**config.mk**
```make
export PLATFORM = sky130hd
export DESIGN_NAME = backoff_timeout_sequencer
export DESIGN_NICKNAME = d
export VERILOG_FILES = /design/src/rtl/bts_pkg.sv /design/src/rtl/bts_ram.sv /design/src/rtl/bts_track.sv /design/src/rtl/bts_outq.sv /design/src/rtl/backoff_timeout_sequencer.sv
export VERILOG_INCLUDE_DIRS = /design/src /design/src/rtl
export SDC_FILE = /design/constraint.sdc
export NUM_CORES = 2
export LEC_CHECK = 0
export ABC_AREA = 1
export BUFFER_PORTS_ARGS = -buffer_cell sky130_fd_sc_hd__buf_4
export CAP_MARGIN = 10
export CORE_MARGIN = 2
export CORE_UTILIZATION = 40
export DETAILED_ROUTE_END_ITERATION = 6
export GPL_ROUTABILITY_DRIVEN = 0
export PLACE_DENSITY = 0.66
export SETUP_SLACK_MARGIN = 0.05
export SLEW_MARGIN = 20
export SYNTH_ARGS = -nofsm -noshare
export SYNTH_HDL_FRONTEND = slang
export SYNTH_SLANG_ARGS = --single-unit
```
**constraint.sdc**
```tcl
create_clock -name clk -period 11.1 [get_ports clk]
set_input_delay 2.22 -clock clk [delete_from_list [all_inputs] [get_ports clk]]
set_output_delay 2.22 -clock clk [all_outputs]
set_load 0.01 [all_outputs]
```
**src/rtl/assert_macros.svh**
```systemverilog
// Assertion macros used by the top level of the back-off timeout sequencer.
// No dependencies; define ASSERT_OFF to compile the checks away.
`ifndef ASSERT_MACROS_SVH
`define ASSERT_MACROS_SVH

`ifndef ASSERT_OFF
// Property must hold at every clock edge outside reset.
`define ASSERT_CLK(name, clk, rst_n, prop, msg) \
  name: assert property (@(posedge clk) disable iff (!rst_n) (prop)) else $error(msg);
// Condition must never be seen at a clock edge outside reset.
`define ASSERT_NEVER(name, clk, rst_n, cond, msg) \
  name: assert property (@(posedge clk) disable iff (!rst_n) !(cond)) else $error(msg);
`else
`define ASSERT_CLK(name, clk, rst_n, prop, msg)
`define ASSERT_NEVER(name, clk, rst_n, cond, msg)
`endif

`endif

```
**src/rtl/bts_pkg.sv**
```systemverilog
// Types, codes and constants of the back-off timeout sequencer.
// No dependencies; used by every module of the block except bts_ram.
package bts_pkg;

  localparam int TABLE_DEPTH_DEF = 8;
  localparam int DUR_W           = 32;
  localparam int MULT_W          = 16;
  localparam int CNT_W           = 16;
  localparam int LEN_W           = 4;
  localparam int IDX_W           = 3;
  localparam int CFG_AW          = 3;
  localparam int CFG_DW          = 32;
  localparam int OUTQ_DEPTH      = 3;
  localparam int OUTQ_PW         = 2;

  localparam logic [MULT_W-1:0] MULT_ONE = MULT_W'(256);

  typedef enum logic [1:0] {
    OP_LOAD_ATT = 2'd0,
    OP_LOAD_RET = 2'd1,
    OP_RESTART  = 2'd2,
    OP_NEXT     = 2'd3
  } op_t;

  typedef enum logic [CFG_AW-1:0] {
    REG_ATT_MULT = 3'd0,
    REG_RET_MULT = 3'd1,
    REG_ATT_MAX  = 3'd2,
    REG_RET_MAX  = 3'd3,
    REG_ATT_LEN  = 3'd4,
    REG_RET_LEN  = 3'd5
  } reg_idx_t;

  typedef struct packed {
    op_t              op;
    logic [IDX_W-1:0] entry_index;
    logic [DUR_W-1:0] entry_value;
  } in_item_t;

  typedef struct packed {
    logic [DUR_W-1:0] attempt_timeout;
    logic [DUR_W-1:0] retry_delay;
    logic [CNT_W-1:0] attempt_count;
  } out_item_t;

  // How a track forms its new value in the compute stage.
  typedef struct packed {
    logic take_tab;  // take the table word just read, then clamp
    logic grow;      // scale the current value, saturate, then clamp
  } track_sel_t;

endpackage

```
**src/rtl/bts_ram.sv**
```systemverilog
// Generic single-port-write, single-port-read RAM with a registered read.
// No dependencies.
module bts_ram #(
  parameter int WIDTH = 32,
  parameter int DEPTH = 8,
  localparam int AW = (DEPTH > 1) ? $clog2(DEPTH) : 1
) (
  input  logic             clk,
  input  logic             we,
  input  logic [AW-1:0]    waddr,
  input  logic [WIDTH-1:0] wdata,
  input  logic             re,
  input  logic [AW-1:0]    raddr,
  output logic [WIDTH-1:0] rdata
);

  logic [WIDTH-1:0] mem_r [DEPTH];
  logic [WIDTH-1:0] rdata_r;

  always_ff @(posedge clk) begin
    if (we) begin
      mem_r[waddr] <= wdata;
    end
    if (re) begin
      rdata_r <= mem_r[raddr];
    end
  end

  assign rdata = rdata_r;

endmodule

```
**src/rtl/bts_track.sv**
```systemverilog
// One back-off track: duration table in RAM, current value and its update.
// Depends on bts_pkg and bts_ram.
module bts_track #(
  parameter int TABLE_DEPTH = bts_pkg::TABLE_DEPTH_DEF,
  localparam int AW = (TABLE_DEPTH > 1) ? $clog2(TABLE_DEPTH) : 1
) (
  input  logic                       clk,
  input  logic                       rst_n,
  input  logic                       tab_we,
  input  logic [AW-1:0]              tab_waddr,
  input  logic [bts_pkg::DUR_W-1:0]  tab_wdata,
  input  logic                       tab_re,
  input  logic [AW-1:0]              tab_raddr,
  input  bts_pkg::track_sel_t        sel,
  input  logic                       upd,
  input  logic [bts_pkg::MULT_W-1:0] mult,
  input  logic [bts_pkg::DUR_W-1:0]  maxv,
  output logic [bts_pkg::DUR_W-1:0]  value
);
  import bts_pkg::*;

  localparam int PROD_W = DUR_W + MULT_W;

  logic [DUR_W-1:0]  cur_r;
  logic [DUR_W-1:0]  cur_nxt;
  logic [DUR_W-1:0]  rdata;
  logic [PROD_W-1:0] prod;
  logic [DUR_W-1:0]  grown;
  logic [DUR_W-1:0]  raw;
  logic [DUR_W-1:0]  clamped;

  bts_ram #(
    .WIDTH(DUR_W),
    .DEPTH(TABLE_DEPTH)
  ) u_tab (
    .clk  (clk),
    .we   (tab_we),
    .waddr(tab_waddr),
    .wdata(tab_wdata),
    .re   (tab_re),
    .raddr(tab_raddr),
    .rdata(rdata)
  );

  // Q8.8 scaling: drop the eight fraction bits, saturate what is left.
  always_comb begin
    prod    = PROD_W'(cur_r) * PROD_W'(mult);
    grown   = (|prod[PROD_W-1:DUR_W+8]) ? '1 : prod[DUR_W+7:8];
    raw     = sel.take_tab ? rdata : grown;
    clamped = ((maxv != '0) && (raw > maxv)) ? maxv : raw;
    cur_nxt = (sel.take_tab || sel.grow) ? clamped : cur_r;
  end

  always_ff @(posedge clk) begin
    if (!rst_n) begin
      cur_r <= '0;
    end else if (upd) begin
      cur_r <= cur_nxt;
    end
  end

  assign value = cur_nxt;

endmodule

```
**src/rtl/bts_outq.sv**
```systemverilog
// Three-entry result queue between the compute stage and the output port.
// Depends on bts_pkg.
module bts_outq (
  input  logic                         clk,
  input  logic                         rst_n,
  input  logic                         push,
  input  bts_pkg::out_item_t           push_data,
  output logic                         out_valid,
  input  logic                         out_stall,
  output bts_pkg::out_item_t           out_data,
  output logic [bts_pkg::OUTQ_PW-1:0]  level
);
  import bts_pkg::*;

  localparam logic [OUTQ_PW-1:0] LAST = OUTQ_PW'(OUTQ_DEPTH - 1);

  out_item_t          q_r [OUTQ_DEPTH];
  logic [OUTQ_PW-1:0] wr_ptr_r, wr_ptr_nxt;
  logic [OUTQ_PW-1:0] rd_ptr_r, rd_ptr_nxt;
  logic [OUTQ_PW-1:0] level_r, level_nxt;
  logic               pop;

  assign out_valid = (level_r != '0);
  assign out_data  = q_r[rd_ptr_r];
  assign level     = level_r;
  assign pop       = out_valid && !out_stall;

  always_comb begin
    wr_ptr_nxt = wr_ptr_r;
    rd_ptr_nxt = rd_ptr_r;
    level_nxt  = level_r;
    if (push) begin
      wr_ptr_nxt = (wr_ptr_r == LAST) ? '0 : wr_ptr_r + 1'b1;
    end
    if (pop) begin
      rd_ptr_nxt = (rd_ptr_r == LAST) ? '0 : rd_ptr_r + 1'b1;
    end
    if (push && !pop) begin
      level_nxt = level_r + 1'b1;
    end else if (pop && !push) begin
      level_nxt = level_r - 1'b1;
    end
  end

  always_ff @(posedge clk) begin
    if (!rst_n) begin
      wr_ptr_r <= '0;
      rd_ptr_r <= '0;
      level_r  <= '0;
    end else begin
      wr_ptr_r <= wr_ptr_nxt;
      rd_ptr_r <= rd_ptr_nxt;
      level_r  <= level_nxt;
    end
  end

  always_ff @(posedge clk) begin
    if (push) begin
      q_r[wr_ptr_r] <= push_data;
    end
  end

endmodule

```
**src/rtl/backoff_timeout_sequencer.sv**
```systemverilog
// Top level of the back-off timeout sequencer: issue stage, two tracks, result queue.
// Depends on bts_pkg, bts_track, bts_outq and assert_macros.svh.
//
//  port group   direction  beat carries
//  in_*         in         op, entry_index, entry_value
//  out_*        out        attempt_timeout, retry_delay, attempt_count
//  cfg_*        in         register index and write data, one write per cycle
//
// One item per cycle sustained while out_stall stays low. An accepted item reads
// its table word in the cycle of acceptance; the next cycle forms both new durations
// (one 32x16 multiply and a clamp per track) and pushes the result into a
// three-entry queue, which holds the result beat before it is offered on out_*.
// Reset is synchronous; tables are not cleared and need loading.
// in_stall is high in reset, when the queue holds three beats, and when it holds
// two while the compute stage is still busy.
`include "assert_macros.svh"

module backoff_timeout_sequencer #(
  parameter int TABLE_DEPTH = bts_pkg::TABLE_DEPTH_DEF
) (
  input  logic                         clk,
  input  logic                         rst_n,
  input  logic                         in_valid,
  output logic                         in_stall,
  input  bts_pkg::in_item_t            in_data,
  output logic                         out_valid,
  input  logic                         out_stall,
  output bts_pkg::out_item_t           out_data,
  input  logic                         cfg_we,
  input  logic [bts_pkg::CFG_AW-1:0]   cfg_addr,
  input  logic [bts_pkg::CFG_DW-1:0]   cfg_wdata
);
  import bts_pkg::*;

  localparam int AW = (TABLE_DEPTH > 1) ? $clog2(TABLE_DEPTH) : 1;
  localparam logic [LEN_W-1:0] DEPTH_CAP =
    (TABLE_DEPTH < (1 << LEN_W)) ? LEN_W'(TABLE_DEPTH) : '1;

  // Configuration registers.
  logic [MULT_W-1:0] att_mult_r, ret_mult_r;
  logic [DUR_W-1:0]  att_max_r, ret_max_r;
  logic [LEN_W-1:0]  att_len_r, ret_len_r;

  always_ff @(posedge clk) begin
    if (!rst_n) begin
      att_mult_r <= MULT_ONE;
      ret_mult_r <= MULT_ONE;
      att_max_r  <= '0;
      ret_max_r  <= '0;
      att_len_r  <= '0;
      ret_len_r  <= '0;
    end else if (cfg_we) begin
      unique case (cfg_addr)
        REG_ATT_MULT: att_mult_r <= cfg_wdata[MULT_W-1:0];
        REG_RET_MULT: ret_mult_r <= cfg_wdata[MULT_W-1:0];
        REG_ATT_MAX:  att_max_r  <= cfg_wdata[DUR_W-1:0];
        REG_RET_MAX:  ret_max_r  <= cfg_wdata[DUR_W-1:0];
        REG_ATT_LEN:  att_len_r  <= cfg_wdata[LEN_W-1:0];
        REG_RET_LEN:  ret_len_r  <= cfg_wdata[LEN_W-1:0];
        default: ;
      endcase
    end
  end

  // Issue stage: count update, table write or read.
  logic              accept;
  logic              is_next, is_rst, idx_ok;
  logic [CNT_W-1:0]  cnt_r, cnt_nxt;
  logic [LEN_W-1:0]  att_eff, ret_eff;
  track_sel_t        att_sel_nxt, ret_sel_nxt;
  logic              tab_re;
  logic [AW-1:0]     tab_raddr, tab_waddr;
  logic              att_we, ret_we;

  logic              s1_valid_r, s1_valid_nxt;
  logic [CNT_W-1:0]  s1_cnt_r;
  track_sel_t        s1_att_sel_r, s1_ret_sel_r;
  logic              s1_push;
  logic [OUTQ_PW-1:0] q_level;

  assign accept  = in_valid && !in_stall;
  assign is_next = (in_data.op == OP_NEXT);
  assign is_rst  = (in_data.op == OP_RESTART);
  assign idx_ok  = (32'(in_data.entry_index) < 32'(TABLE_DEPTH));

  always_comb begin
    att_eff = (att_len_r < DEPTH_CAP) ? att_len_r : DEPTH_CAP;
    ret_eff = (ret_len_r < DEPTH_CAP) ? ret_len_r : DEPTH_CAP;

    unique case (in_data.op)
      OP_RESTART: cnt_nxt = '0;
      OP_NEXT:    cnt_nxt = (cnt_r == '1) ? cnt_r : cnt_r + 1'b1;
      default:    cnt_nxt = cnt_r;
    endcase

    att_sel_nxt.take_tab = (is_rst && (att_eff != '0)) ||
                           (is_next && (CNT_W'(att_eff) > cnt_nxt));
    att_sel_nxt.grow     = is_next && !(CNT_W'(att_eff) > cnt_nxt);
    ret_sel_nxt.take_tab = (is_rst && (ret_eff != '0)) ||
                           (is_next && (CNT_W'(ret_eff) > cnt_nxt));
    ret_sel_nxt.grow     = is_next && !(CNT_W'(ret_eff) > cnt_nxt);

    tab_re    = accept && (is_rst || is_next);
    tab_raddr = is_next ? AW'(cnt_nxt) : '0;
    tab_waddr = AW'(in_data.entry_index);
    att_we    = accept && (in_data.op == OP_LOAD_ATT) && idx_ok;
    ret_we    = accept && (in_data.op == OP_LOAD_RET) && idx_ok;
  end

  // The compute stage always drains into the queue whenever a new item is
  // admitted, so its table read data never has to be held across a new read.
  assign in_stall = !rst_n || (q_level == OUTQ_PW'(OUTQ_DEPTH)) ||
                    ((q_level == OUTQ_PW'(OUTQ_DEPTH - 1)) && s1_valid_r);
  assign s1_push      = s1_valid_r && (q_level != OUTQ_PW'(OUTQ_DEPTH));
  assign s1_valid_nxt = accept ? 1'b1 : (s1_valid_r && !s1_push);

  always_ff @(posedge clk) begin
    if (!rst_n) begin
      cnt_r      <= '0;
      s1_valid_r <= 1'b0;
    end else begin
      s1_valid_r <= s1_valid_nxt;
      if (accept) begin
        cnt_r <= cnt_nxt;
      end
    end
  end

  always_ff @(posedge clk) begin
    if (accept) begin
      s1_cnt_r     <= cnt_nxt;
      s1_att_sel_r <= att_sel_nxt;
      s1_ret_sel_r <= ret_sel_nxt;
    end
  end

  // Compute stage: both tracks.
  logic [DUR_W-1:0] att_value, ret_value;
  out_item_t        res;

  bts_track #(
    .TABLE_DEPTH(TABLE_DEPTH)
  ) u_att (
    .clk      (clk),
    .rst_n    (rst_n),
    .tab_we   (att_we),
    .tab_waddr(tab_waddr),
    .tab_wdata(in_data.entry_value),
    .tab_re   (tab_re),
    .tab_raddr(tab_raddr),
    .sel      (s1_att_sel_r),
    .upd      (s1_push),
    .mult     (att_mult_r),
    .maxv     (att_max_r),
    .value    (att_value)
  );

  bts_track #(
    .TABLE_DEPTH(TABLE_DEPTH)
  ) u_ret (
    .clk      (clk),
    .rst_n    (rst_n),
    .tab_we   (ret_we),
    .tab_waddr(tab_waddr),
    .tab_wdata(in_data.entry_value),
    .tab_re   (tab_re),
    .tab_raddr(tab_raddr),
    .sel      (s1_ret_sel_r),
    .upd      (s1_push),
    .mult     (ret_mult_r),
    .maxv     (ret_max_r),
    .value    (ret_value)
  );

  always_comb begin
    res.attempt_timeout = att_value;
    res.retry_delay     = ret_value;
    res.attempt_count   = s1_cnt_r;
  end

  bts_outq u_outq (
    .clk      (clk),
    .rst_n    (rst_n),
    .push     (s1_push),
    .push_data(res),
    .out_valid(out_valid),
    .out_stall(out_stall),
    .out_data (out_data),
    .level    (q_level)
  );

  `ASSERT_NEVER(a_s1_overrun, clk, rst_n,
    accept && s1_valid_r && !s1_push, "compute stage overwritten")
  `ASSERT_CLK(a_restart_clears, clk, rst_n,
    (accept && is_rst) |=> (cnt_r == '0), "restart did not clear count")
  `ASSERT_CLK(a_next_counts, clk, rst_n,
    (accept && is_next && (cnt_r != '1)) |=> (cnt_r == CNT_W'($past(cnt_r) + 1'b1)),
    "count did not advance")
  `ASSERT_NEVER(a_tab_rw_clash, clk, rst_n,
    tab_re && (att_we || ret_we), "table read and write in one cycle")

endmodule

```
Word-level counts from Yosys, hierarchy flattened. Memory sizes are Yosys's and may differ from the RTL's. A register that Yosys moved wholly into a read port is not among the register bits. Cells that the tools add are included.

Flip-flop bits (word level): 211. RAM bits: 752. Input port bits: 77. Output and inout bits: 82. Word-level logic and storage cells: 122. Memories kept: 3.

Memory list: u_att.u_tab.mem_r (depth 8, bits a word 32, rd ports 1, clocked after memory_dff 1, write ports 1, line bts_ram.sv:17) `logic [WIDTH-1:0] mem_r [DEPTH];`; u_ret.u_tab.mem_r (depth 8, bits a word 32, rd ports 1, clocked after memory_dff 1, write ports 1, line bts_ram.sv:17); u_outq.q_r (depth 3, bits a word 80, rd ports 1, clocked after memory_dff 1, write ports 1, line bts_outq.sv:17) `out_item_t q_r [OUTQ_DEPTH];`.

Add/sub/neg operators: 5. Multipliers: 2. $lt $le $gt $ge: 6. Equality and inequality tests: 14. Mux-type cells: 26. Reductions and logical operators: 48.

Operator list (number): 2-to-1 mux 32 bit (8); multiplier 32 x 16 -> 48 bit (2); > comparator 32 bit (2); nonzero test 32 bit (2); > comparator 4 x 16 -> 1 bit (2); case mux 16 bit (2 select lines) (1); logical AND 1 bit (18); adder 16 x 1 -> 16 bit, second input constant (1); equality test 16 bit, second input constant (1); 2-to-1 mux 16 bit (1); OR reduction 8 bit (2); equality test 2 bit, second input constant (6); 2-to-1 mux 2 bit (6); AND reduction 2 bit (6); < comparator 4 bit, second input constant (2); 2-to-1 mux 4 bit (2); nonzero test 4 bit (2); logical NOT 1 bit (7); logical OR 1 bit (7); 2-to-1 mux 1 bit (7); adder 2 x 1 -> 2 bit, second input constant (3); equality test 3 x 2 -> 1 bit, second input constant (2); equality test 3 bit, second input constant (2); nonzero test 2 bit (2); 7 further kinds (7).

Logic depth before layout (Yosys ltp).
Depth in word-level cells: 8. Gate-level depth with buffers: 52. Gate-level depth less buffers: 48.

By module. Synthesis repeated with hierarchy kept, for this count alone.

Cells, all modules: 10301. Area, all modules: 83575.2 µm².

By module, submodules not included: bts_ram (instances 2, cells each 1156, area an instance 12192.9 µm², sequential area each 8648.3 µm²); bts_track (u_ret) (instances 1, cells each 3325, area an instance 22203.8 µm², sequential area each 640.6 µm²); bts_track (u_att) (instances 1, cells each 3239, area an instance 21832.2 µm², sequential area each 640.6 µm²); bts_outq (instances 1, cells each 646, area an instance 9246.4 µm², sequential area each 7367.1 µm²); backoff_timeout_sequencer (instances 1, cells each 779, area an instance 5906.9 µm², sequential area each 3022.9 µm²).

Worst setup path before layout. No wires, ideal clock.

Path type: register -> register. Start point: register u_att.cur_r[7]. End point: memory u_outq.q_r[0][57] (netlist bit), data pin. Library setup time: 0.261 ns. Data arrival time: 7.458 ns. Required time: 10.839 ns. Setup slack: 3.381 ns. Cell stages (with the launch flop): 48. Buffers on the path: 4. Period minus slack after synthesis: 7.719 ns. Cells stage by stage: dfxtp_1 clkbuf_1 buf_1 nand2_1 fa_1 inv_1 fa_1 inv_1 fa_1 inv_1 fa_1 fa_1 inv_1 fa_1 inv_1 ha_1 nand2_1 nor2_1 (+12 left out) nand2_1 inv_1 ha_1 nand2_1 inv_1 nand2_1 o211a_1 o211ai_1 nand2_1 nand3_1 nand2_1 nand2_1 clkbuf_1 nand3_1 nand2_1 inv_1 nand2_1 nand2_1.

Longest elaborated chain between the ends: 8.

Ends and longest elaborated chain: from (decl) (line bts_track.sv:24) `logic [DUR_W-1:0] cur_r;`; from (signal assigned) (line bts_track.sv:58) `cur_r <= cur_nxt;`; multiplier 32 x 16 -> 48 bit (*) (line bts_track.sv:47) `prod = PROD_W'(cur_r) * PROD_W'(mult);`; OR reduction 8 bit (line bts_track.sv:48) `grown = (|prod[PROD_W-1:DUR_W+8]) ? '1 : prod[DUR_W+7:8];`; 2-to-1 mux 32 bit (*) (line bts_track.sv:48); 2-to-1 mux 32 bit (*) (line bts_track.sv:49) `raw = sel.take_tab ? rdata : grown;`; > comparator 32 bit (line bts_track.sv:50) `clamped = ((maxv != '0) && (raw > maxv)) ? maxv : raw;`; logical AND 1 bit (line bts_track.sv:50); 2-to-1 mux 32 bit (*) (line bts_track.sv:50); 2-to-1 mux 32 bit (*) (line bts_track.sv:51) `cur_nxt = (sel.take_tab || sel.grow) ? clamped : cur_r;`; named net att_value[9] (line backoff_timeout_sequencer.sv:138) `logic [DUR_W-1:0] att_value, ret_value;`; to (decl) (line bts_outq.sv:17).

Mark *: on every way through the listed nets, which the timed path passes. The rest lies on a longest branch.

Worst setup path in the final report.
Start point: register ret_mult_r[7]. End point: memory u_outq.q_r[2][32] (netlist bit), data pin.

Longest elaborated chain between the ends: 8.

Ends and longest elaborated chain: from (decl) (line backoff_timeout_sequencer.sv:40) `logic [MULT_W-1:0] att_mult_r, ret_mult_r;`; from (signal assigned) (line backoff_timeout_sequencer.sv:55) `REG_RET_MULT: ret_mult_r <= cfg_wdata[MULT_W-1:0];`; multiplier 32 x 16 -> 48 bit (*) (line bts_track.sv:47); OR reduction 8 bit (line bts_track.sv:48); 2-to-1 mux 32 bit (*) (line bts_track.sv:48); 2-to-1 mux 32 bit (*) (line bts_track.sv:49); > comparator 32 bit (line bts_track.sv:50); logical AND 1 bit (line bts_track.sv:50); 2-to-1 mux 32 bit (*) (line bts_track.sv:50); 2-to-1 mux 32 bit (*) (line bts_track.sv:51); named net ret_value[16] (line backoff_timeout_sequencer.sv:138).

Marked as above.

==> run metrics <==
Seq cells post-synth=1029; core area=0.1990 sq mm; total wire length=235600 um; Max FO, Critical Path=39; register area share after synthesis=36.25%; Sequential Power Share=40.5%; Psw=4.141 mW; Iteration-0 DRC Markers=6372; gr ovfl total=0; clk_lat worst skew=0.77 ns; status=finished with violations; slowest cell on the critical path=dfxtp_1; Setup TNS Final=0 ns; Mapped Avg Cell Area=8.584 sq um; TritonCTS clock tree=built; clock share of power=31.0%; worst slew margin relative to its limit=18.34%; Initial DRT Pass Iterations=7; Final nets=10417; Worst-Margin Slew=1.223 ns; vias in the first global route=61679; final hold violation count=0; complex-gate fraction of the synthesized area=7.873%; Async S/R FF share, synth=0%; Cells after Synth=9309; most used cell, CP=nand2_1; unrepaired setup endpoints after global routing=no; first-pass GRT wire length=363600 um; DR vias/cell=5.159; num ports=159; Area Overhead vs Synth=8.858%; clk sinks=1029; cell type with the largest total area after synthesis=edfxtp_1; Final ANT Viol Nets=0; setup violators final=0; power share of the combinational group=28.5%; R2R Setup Slk=0.80 ns; Critical Path Start Type=register; crit path capture type=register; WS Path Type=register to register; Critical Path RT=11.58 ns; top cells by count, synth=nand2_1, inv_1, edfxtp_1; main combinational cell family by area after synthesis=adder cells; row count=164; leakage=41.68 nW; Post-synth EDFFs=836; layout cell share with drive strength beyond 1=7.685%; post-synthesis cell area=0.07991 sq mm; Synth Area in Simple Gates=17.99%; power per cell area=133.7 mW/mm^2; port bufs=158; Pins Over Slew Limit=0; post-synthesis mux area share=0%; failing checks=design-rule violations; distinct cell type count after synthesis=62; post-layout minimum cycle time=10.30 ns; number of setup buffers added after CTS=0; crit path DAT=10.79 ns; fin area=0.08698 sq mm; share of the synthesized area in the top cell type=31.42%; synth top area cells=edfxtp_1, fa_1, nand2_1; htree depth=3; Pint=7.490 mW; cts repair resizes=0; XOR/XNOR share of the synthesized area=0.1096%; fin crit share=92.83%; Tot Pwr=11.63 mW; Net Count, Synth=10528; Die Y=451.0 um; Post-route DRC=1; Ys Warns=0; Max Cap Violations=0; antenna violations before repair=21; wire per inst=19.72 um; DIE AREA=0.2034 sq mm; clock-pin slew on the worst setup and hold paths=0.06 ns; placed cell areas=0.08343 sq mm; Root Buffer=clkbuf_16; number of CTS-inserted buffers=105; Max Buffers Root-to-Sink=3; worst min path class=register to register; Switching Share=35.60%; largest net degree at the start of global routing=95; top-count cell post-synth=nand2_1; Final Skew=0.08001 ns; Synth Area in Adders=25.72%; Top FF cell, synth=edfxtp_1; peak supply drop=0.0001684 V; GR Util All Layers=23.11%; Initial Util=40.15%; max incr delay on CP=0.99 ns; Peak Freq=97.04 MHz; hold buffers post-CTS=0; DPL Wire Length=173600 um; Vias=61649; width of the die=451.0 um
[final cells by class]
type	count	area, sq um
Multi-Input combinational cell	5779	41510
Inverter	2011	7556
Tap cell	2656	3323
Clock buffer	133	2804
Fill cell	19181	112100
Sequential cell	1029	28980
Clock inverter	67	745.7
Timing Repair Buffer	272	2054
Antenna cell	2	5.005
[power groups by stage]
stage | combinational [mW] | clock, mW | sequential (mW)
floorplan | 2.16 | 0 | 4.54
global placement | 3.20 | 0 | 4.78
detailed placement | 3.24 | 0 | 4.78
CTS | 3.28 | 3.66 | 4.70
global route | 3.65 | 3.81 | 4.72
finish | 3.32 | 3.60 | 4.71
[layer usage]
layer	part of all wire, %	global-route usage [%]	vias to the layer above
met5	0.079	0	-
met4	5.0	10.07	28
met3	10	5.063	504
met2	44	35.70	2774
met1	41	31.23	30034
li1	-	-	28309
[critical path, delay by kind of cell (launching register included)]
family                   cells  cell delay, ns
adder cells (fa/ha/maj)      8            3.72
AND/OR/NAND/NOR             21            3.23
buffers and inverters       11            1.58
flip-flops                   1            0.99
AO/OA/AOI/OAI                3            0.51
[stage by stage]
stage	setup slack (ns)	hold slack [ns]	cells	utilization [%]
detailed placement	1.010	0.4504	11747	41.91
floorplan	3.381	0.4401	9309	-
finish	0.7954	0.4685	11949	43.70
global route	0.1784	0.4852	11947	43.70
CTS	0.9333	0.4701	11947	43.70
global placement	1.023	0.4438	11747	41.91
[path summary, 6_finish.rpt]
check	cells after the start	from	endpoint
hold reg to reg	0	s1_cnt_r[0]	u_outq.q_r[2][0]
hold / removal	0	s1_cnt_r[0]	u_outq.q_r[2][0]
setup / recovery	43	ret_mult_r[7]	u_outq.q_r[2][32]
setup reg to reg	43	ret_mult_r[7]	u_outq.q_r[2][32]
[state kept, by name (all words and copies together), names as in the netlist, 16 cells and up, named ones only]
| name | cells |
|---|---|
| u_ret.u_tab.mem_r | 256 |
| u_outq.q_r | 240 |
| att_max_r | 32 |
| u_ret.u_tab.rdata | 32 |
| s1_cnt_r | 16 |
| u_att.u_tab.mem_r | 256 |
| ret_mult_r | 16 |
| cnt_r | 16 |
| u_ret.cur_r | 32 |
| u_att.cur_r | 32 |
| ret_max_r | 32 |
| att_mult_r | 16 |
| u_att.u_tab.rdata | 32 |
[cells by family after synthesis]
| logic type | after synthesis |
|---|---|
| flip-flops | 1029 |
| buffers and inverters | 2501 |
| AO/OA/AOI/OAI | 1152 |
| XOR/XNOR | 10 |
| adder cells (fa/ha/maj) | 1142 |
| AND/OR/NAND/NOR | 3475 |
[cells in the final DEF (no fill, tap or decap), drive strengths merged, types with 6 or more instances in the layout]
cell,n
nand3,260
nand3b,7
a21oi,408
clkinv,53
edfxtp,836
nand4,39
nor3,33
nor4,11
and2,10
buf,272
o21ai,479
a21boi,6
inv,2013
bufinv,8
ha,308
nand2,2194
clkbuf,133
a31oi,68
o21bai,93
or2,66
fa,834
dfxtp,193
o22ai,67
nor2,847
Note: power is estimated with default switching activity, not from simulation.
